[config.mk]
export PLATFORM = sky130hd
export DESIGN_NAME = pot_lane
export DESIGN_NICKNAME = d
export VERILOG_FILES = /design/src/rtl/core/pot_pkg.sv /design/src/rtl/core/pot_lane.sv
export SDC_FILE = /design/constraint.sdc
export NUM_CORES = 2
export LEC_CHECK = 0
export ABC_AREA = 0
export BUFFER_PORTS_ARGS = -buffer_cell sky130_fd_sc_hd__buf_2
export CAP_MARGIN = 20
export CORE_ASPECT_RATIO = 0.5
export CORE_MARGIN = 3
export CORE_UTILIZATION = 52
export DETAILED_ROUTE_END_ITERATION = 10
export GPL_TIMING_DRIVEN = 1
export PLACE_DENSITY = 0.79
export SYNTH_ARGS = -nofsm -noshare
export SYNTH_HDL_FRONTEND = slang
export SYNTH_SLANG_ARGS = --single-unit
[constraint.sdc]
create_clock -name clk -period 12.52 [get_ports clk]
set_clock_uncertainty 0.05 [all_clocks]
set_input_delay 2.504 -clock clk [delete_from_list [all_inputs] [get_ports clk]]
set_output_delay 2.504 -clock clk [all_outputs]
set_load 0.05 [all_outputs]
[src/rtl/core/pot_pkg.sv]
package pot_pkg;

    localparam int NUM_WEIGHTS  = 8;
    localparam int FEATURE_BITS = 16;
    localparam int WEIGHT_BITS  = 32;
    localparam int NUM_FEATURES = 7;
    localparam int PROD_BITS    = FEATURE_BITS + WEIGHT_BITS;
    localparam int PAIR_BITS    = PROD_BITS + 1;
    localparam int NUM_PAIRS    = (NUM_WEIGHTS + 1) / 2;
    localparam int SUM_BITS     = PROD_BITS + $clog2(NUM_WEIGHTS) + 1;

    typedef logic signed [FEATURE_BITS-1:0] feat_t;
    typedef logic signed [WEIGHT_BITS-1:0]  weight_t;
    typedef logic signed [PROD_BITS-1:0]    prod_t;
    typedef logic signed [PAIR_BITS-1:0]    pair_t;
    typedef logic signed [SUM_BITS-1:0]     sum_t;

    localparam feat_t   BIAS_ONE = feat_t'(256);
    localparam weight_t W_MAX    = {1'b0, {(WEIGHT_BITS-1){1'b1}}};
    localparam weight_t W_MIN    = {1'b1, {(WEIGHT_BITS-1){1'b0}}};

    typedef struct packed {
        feat_t paddle_x;
        feat_t paddle_y;
        feat_t paddle_accel;
        feat_t ball_x;
        feat_t ball_y;
        feat_t ball_vel_x;
        feat_t ball_vel_y;
        logic  label_up;
        logic  label_down;
    } in_t;

    typedef struct packed {
        logic       predict_up;
        logic       predict_down;
        logic [1:0] updated;
        logic       saturated;
    } out_t;

    typedef struct packed {
        logic upd_up;
        logic add_up;
        logic upd_down;
        logic add_down;
    } lane_ctl_t;

    typedef struct packed {
        logic chg_up;
        logic chg_down;
        logic sat;
    } lane_flags_t;

    typedef struct packed {
        weight_t w;
        logic    sat;
    } wsat_t;

    // w +/- x, clipped to the weight range
    function automatic wsat_t weight_step(weight_t w, feat_t x, logic add);
        logic signed [WEIGHT_BITS:0] we;
        logic signed [WEIGHT_BITS:0] xe;
        logic signed [WEIGHT_BITS:0] s;
        wsat_t r;
        we = {w[WEIGHT_BITS-1], w};
        xe = {{(WEIGHT_BITS+1-FEATURE_BITS){x[FEATURE_BITS-1]}}, x};
        s  = add ? (we + xe) : (we - xe);
        if (s[WEIGHT_BITS] != s[WEIGHT_BITS-1])
        begin
            r.sat = 1'b1;
            r.w   = s[WEIGHT_BITS] ? W_MIN : W_MAX;
        end
        else
        begin
            r.sat = 1'b0;
            r.w   = s[WEIGHT_BITS-1:0];
        end
        return r;
    endfunction

endpackage

[src/rtl/core/pot_lane.sv]
module pot_lane
    import pot_pkg::*;
(
    input  logic        clk,
    input  logic        rst_n,
    input  feat_t       x,
    input  lane_ctl_t   ctl,
    output prod_t       prod_up,
    output prod_t       prod_down,
    output lane_flags_t flags
);

    weight_t w_up_reg;
    weight_t w_up_next;
    weight_t w_down_reg;
    weight_t w_down_next;
    prod_t   prod_up_reg;
    prod_t   prod_down_reg;
    prod_t   mul_up;
    prod_t   mul_down;
    wsat_t   step_up;
    wsat_t   step_down;

    assign mul_up   = prod_t'(w_up_reg) * prod_t'(x);
    assign mul_down = prod_t'(w_down_reg) * prod_t'(x);

    always_ff @(posedge clk)
    begin
        prod_up_reg   <= mul_up;
        prod_down_reg <= mul_down;
    end

    assign prod_up   = prod_up_reg;
    assign prod_down = prod_down_reg;

    always_comb
    begin
        step_up     = weight_step(w_up_reg, x, ctl.add_up);
        step_down   = weight_step(w_down_reg, x, ctl.add_down);
        w_up_next   = ctl.upd_up ? step_up.w : w_up_reg;
        w_down_next = ctl.upd_down ? step_down.w : w_down_reg;
        flags.chg_up   = w_up_next != w_up_reg;
        flags.chg_down = w_down_next != w_down_reg;
        flags.sat      = (ctl.upd_up && step_up.sat) || (ctl.upd_down && step_down.sat);
    end

    always_ff @(posedge clk or negedge rst_n)
    begin
        if (!rst_n)
        begin
            w_up_reg   <= '0;
            w_down_reg <= '0;
        end
        else
        begin
            w_up_reg   <= w_up_next;
            w_down_reg <= w_down_next;
        end
    end

endmodule

==> flow_summary_export.csv <==
group,metric,value,unit
status,status,"complete, no violations",
critical_path,cp.arrival,9.56,ns
sta,rsz0062_at_grt,"no",
logic_synthesis,netlist_area,46400,um^2
sta,maxSlewViolCount,0,
route,remaining_drc_errors,0,
sta,worst_pin_slew,1.23,ns
critical_path,critPathLaunch,"x[3]",
final_layout,areaGrowthSynthToFinish,5.45,%
final_layout,layout-drive-gt1-share,6.16,%
critical_path,crit_fanout,14,
critical_path,ff2ff_path_depth,26,
worst_hold_path,hp-class,"reg2reg",
logic_synthesis,yosysUniqueCellTypes,97,
route,post_drt_wl_per_cell,21.5,um
critical_path,r2r_start,"w_up_reg[7]",
clock_network,h-tree-depth,4,
clock_network,cts.path.max_buffers,2,
global_route,overflow,0,
final_layout,diodes,0,
floorplan,dieArea,93000,um^2
route,vias_per_cell,5.71,
final_layout,nets,6617,
route,ant_nets,0,
clock_network,clk-insertion-delay-late,0.55,ns
clock_network,numClockSinks,160,
critical_path,r2r_end,"prod_up[47]",
final_layout,postLayoutCellArea,48900,um^2
sta,hold_viol_final,0,
clock_network,post-cts-setup-buffers,0,
logic_synthesis,ys_ff_latch,160,
route,wl_met3,14300,um
floorplan,pin_count,121,
critical_path,crit_path_end_kind,"primary output",
global_route,grt_max_degree,69,
sta,relSlewSlack,17.8,%
route,vias,37100,
final_layout,mostFrequentLayoutCells,"1163 x inv_1, 974 x fa_1, 707 x nand2_1",
critical_path,crit_path_end,"flags[2]",
route,drt_iter0_markers,3396,
global_route,grt_pass1_vias,39900,
logic_synthesis,synth_area_per_cell,8.64,um^2
sta,setup_tns,0,ns
clock_network,postCtsHoldBufs,0,
placement,dpl_cell_area,48200,um^2
critical_path,crit_type,"in2out",
critical_path,worstPathRequired,9.97,ns
global_route,grt_pass1_wl,224000,um
sta,min_period_over_period,96.8,%
floorplan,core,87200,um^2
placement,gp_congestion,0.960,
critical_path,worst-r2r-setup-slack,3.55,ns
final_layout,n_fill_cell,7575,
global_route,antenna_found_initial,3,
floorplan,initial_core_util,53.2,%
route,totalWireLength,140000,um
logic_synthesis,synth_nets,6657,
flow_run,drv_cap,0,
floorplan,dieHeight,217,um
clock_network,cts_resized,0,
logic_synthesis,synth_flop_cell,"dfxtp_1",
logic_synthesis,yosys_warnings,0,
route,wl_met1,58500,um
clock_network,cts_buffers,17,
route,route.met2.wl,62200,um
global_route,grt.total_usage,31.1,%
placement,dp_hpwl,107000,um
final_layout,fin_util,56.1,%
logic_synthesis,seq_area_frac_synth,7.60,%
route,first_pass_iters,6,
final_layout,layout_commonest_cell,"inv_1",
clock_network,cts_tree,"yes",
sta,fmax,0.0825,GHz
logic_synthesis,synthArstFlopShare,40.0,%
logic_synthesis,synthCells,5366,
floorplan,die_w,428,um
logic_synthesis,synth_edf_count,0,
sta,setup_viol_count_final,0,
critical_path,cp-start-kind,"input pin",
sta,fin_crit,12.12,ns
route,maxUsedRoutingLayer,"met5",
sta,hold_ws,0.639,ns
clock_network,root_buffer,"clkbuf_16",
floorplan,rows,76,
clock_network,clk_pin_slew,0.09,ns
placement,io_buffers,120,
-- worst min path at each step --
stage	endpoint	start	slack, ns	depth (start not counted)
final	w_down_reg[25]	w_down_reg[25]	0.64	1
after global routing	w_down_reg[25]	w_down_reg[25]	0.64	1
after CTS	w_down_reg[25]	w_down_reg[25]	0.63	1
after detailed placement	w_down_reg[25]	w_down_reg[25]	0.61	1
after global placement	w_down_reg[25]	w_down_reg[25]	0.62	1
after floorplan	w_up_reg[25]	w_up_reg[25]	0.50	1
-- synthesized netlist by cell type (7+ instances only) --
cell / count / area [um^2]
or3_1: 13 / 81.3
dfrtp_1: 64 / 1600
o31ai_1: 9 / 67.6
inv_1: 1164 / 4370
o22ai_1: 13 / 81.3
a21oi_1: 184 / 921
a211o_1: 9 / 78.8
nor2b_1: 20 / 125
xor2_1: 77 / 674
and2_1: 386 / 2410
o21bai_1: 21 / 158
a21o_1: 83 / 623
clkbuf_1: 247 / 927
nor4_1: 8 / 50.1
nand2b_1: 49 / 307
o211ai_1: 14 / 105
a21boi_0: 7 / 52.6
dfxtp_1: 96 / 1920
buf_1: 31 / 116
xnor2_1: 115 / 1010
o21ai_0: 170 / 851
nand3_1: 36 / 180
nand2_1: 707 / 2650
a31oi_1: 24 / 150
mux2_2: 14 / 158
ha_1: 295 / 3690
buf_2: 11 / 55.1
nor3_1: 34 / 170
fa_1: 974 / 19500
a211oi_1: 24 / 180
and4_1: 9 / 78.8
and3_1: 20 / 125
nand4_1: 15 / 93.8
mux2i_1: 8 / 80.1
o21a_1: 19 / 143
maj3_1: 34 / 340
nor2_1: 211 / 792
-- cell type report --
cell class / count / area (um^2) / area share [%]
tap: 1170 / 1460 / 2.99
multi-input combinational: 3744 / 37300 / 76.3
sequential: 160 / 3520 / 7.21
timing repair buffer: 237 / 1610 / 3.30
clock buffer: 17 / 425 / 0.870
inverter: 1166 / 4380 / 8.95
clock inverter: 15 / 186 / 0.381
-- logic make-up after synthesis --
group | after synthesis | share of synthesized area (%)
AND/OR/NAND/NOR | 1544 | 15.9
buffers and inverters | 1462 | 12.0
adder cells (fa/ha/maj) | 1305 | 50.8
AO/OA/AOI/OAI | 681 | 9.54
XOR/XNOR | 192 | 3.63
flip-flops | 160 | 7.60
multiplexers | 22 | 0.513
-- routing by layer --
metal  GRT usage, %  vias to the layer above
met3           7.58                      304
li1               -                    16200
met5          0.154                        -
met2           48.2                     1925
met4           11.5                        2
met1           42.6                    18800
-- worst max-delay path, cell delays in order --
cell       delay [ns]
buf_2            0.11
nor2_1           0.41
nand2_1          0.11
nor3_1           0.29
nor3b_1          0.37
nor3b_1          0.46
nor3b_1          0.40
and3b_1          0.26
buf_4            0.25
o21ai_0          0.13
ha_1             0.44
nand3_1          0.22
nor3_1           0.24
o2111ai_1        0.22
a31o_1           0.26
buf_4            0.14
a21bo_1          0.20
a211o_1          0.48
buf_4            0.25
nor3b_1          0.22
o221ai_1         0.25
nor4_1           0.41
buf_4            0.17
nand4_1          0.11
o41ai_2          0.25
nand2_1          0.13
buf_2            0.23
-- stage by stage --
step           cells  setup slack [ns]
2_1_floorplan   5366              1.24
3_3_place_gp    6475             0.705
3_5_place_dp    6475             0.662
4_1_cts         6507             0.622
5_1_grt         6509            0.0481
6_report        6509             0.403
Power is not shown: default switching activity piles up to over one toggle a cycle in this logic, so the estimate is an artifact.
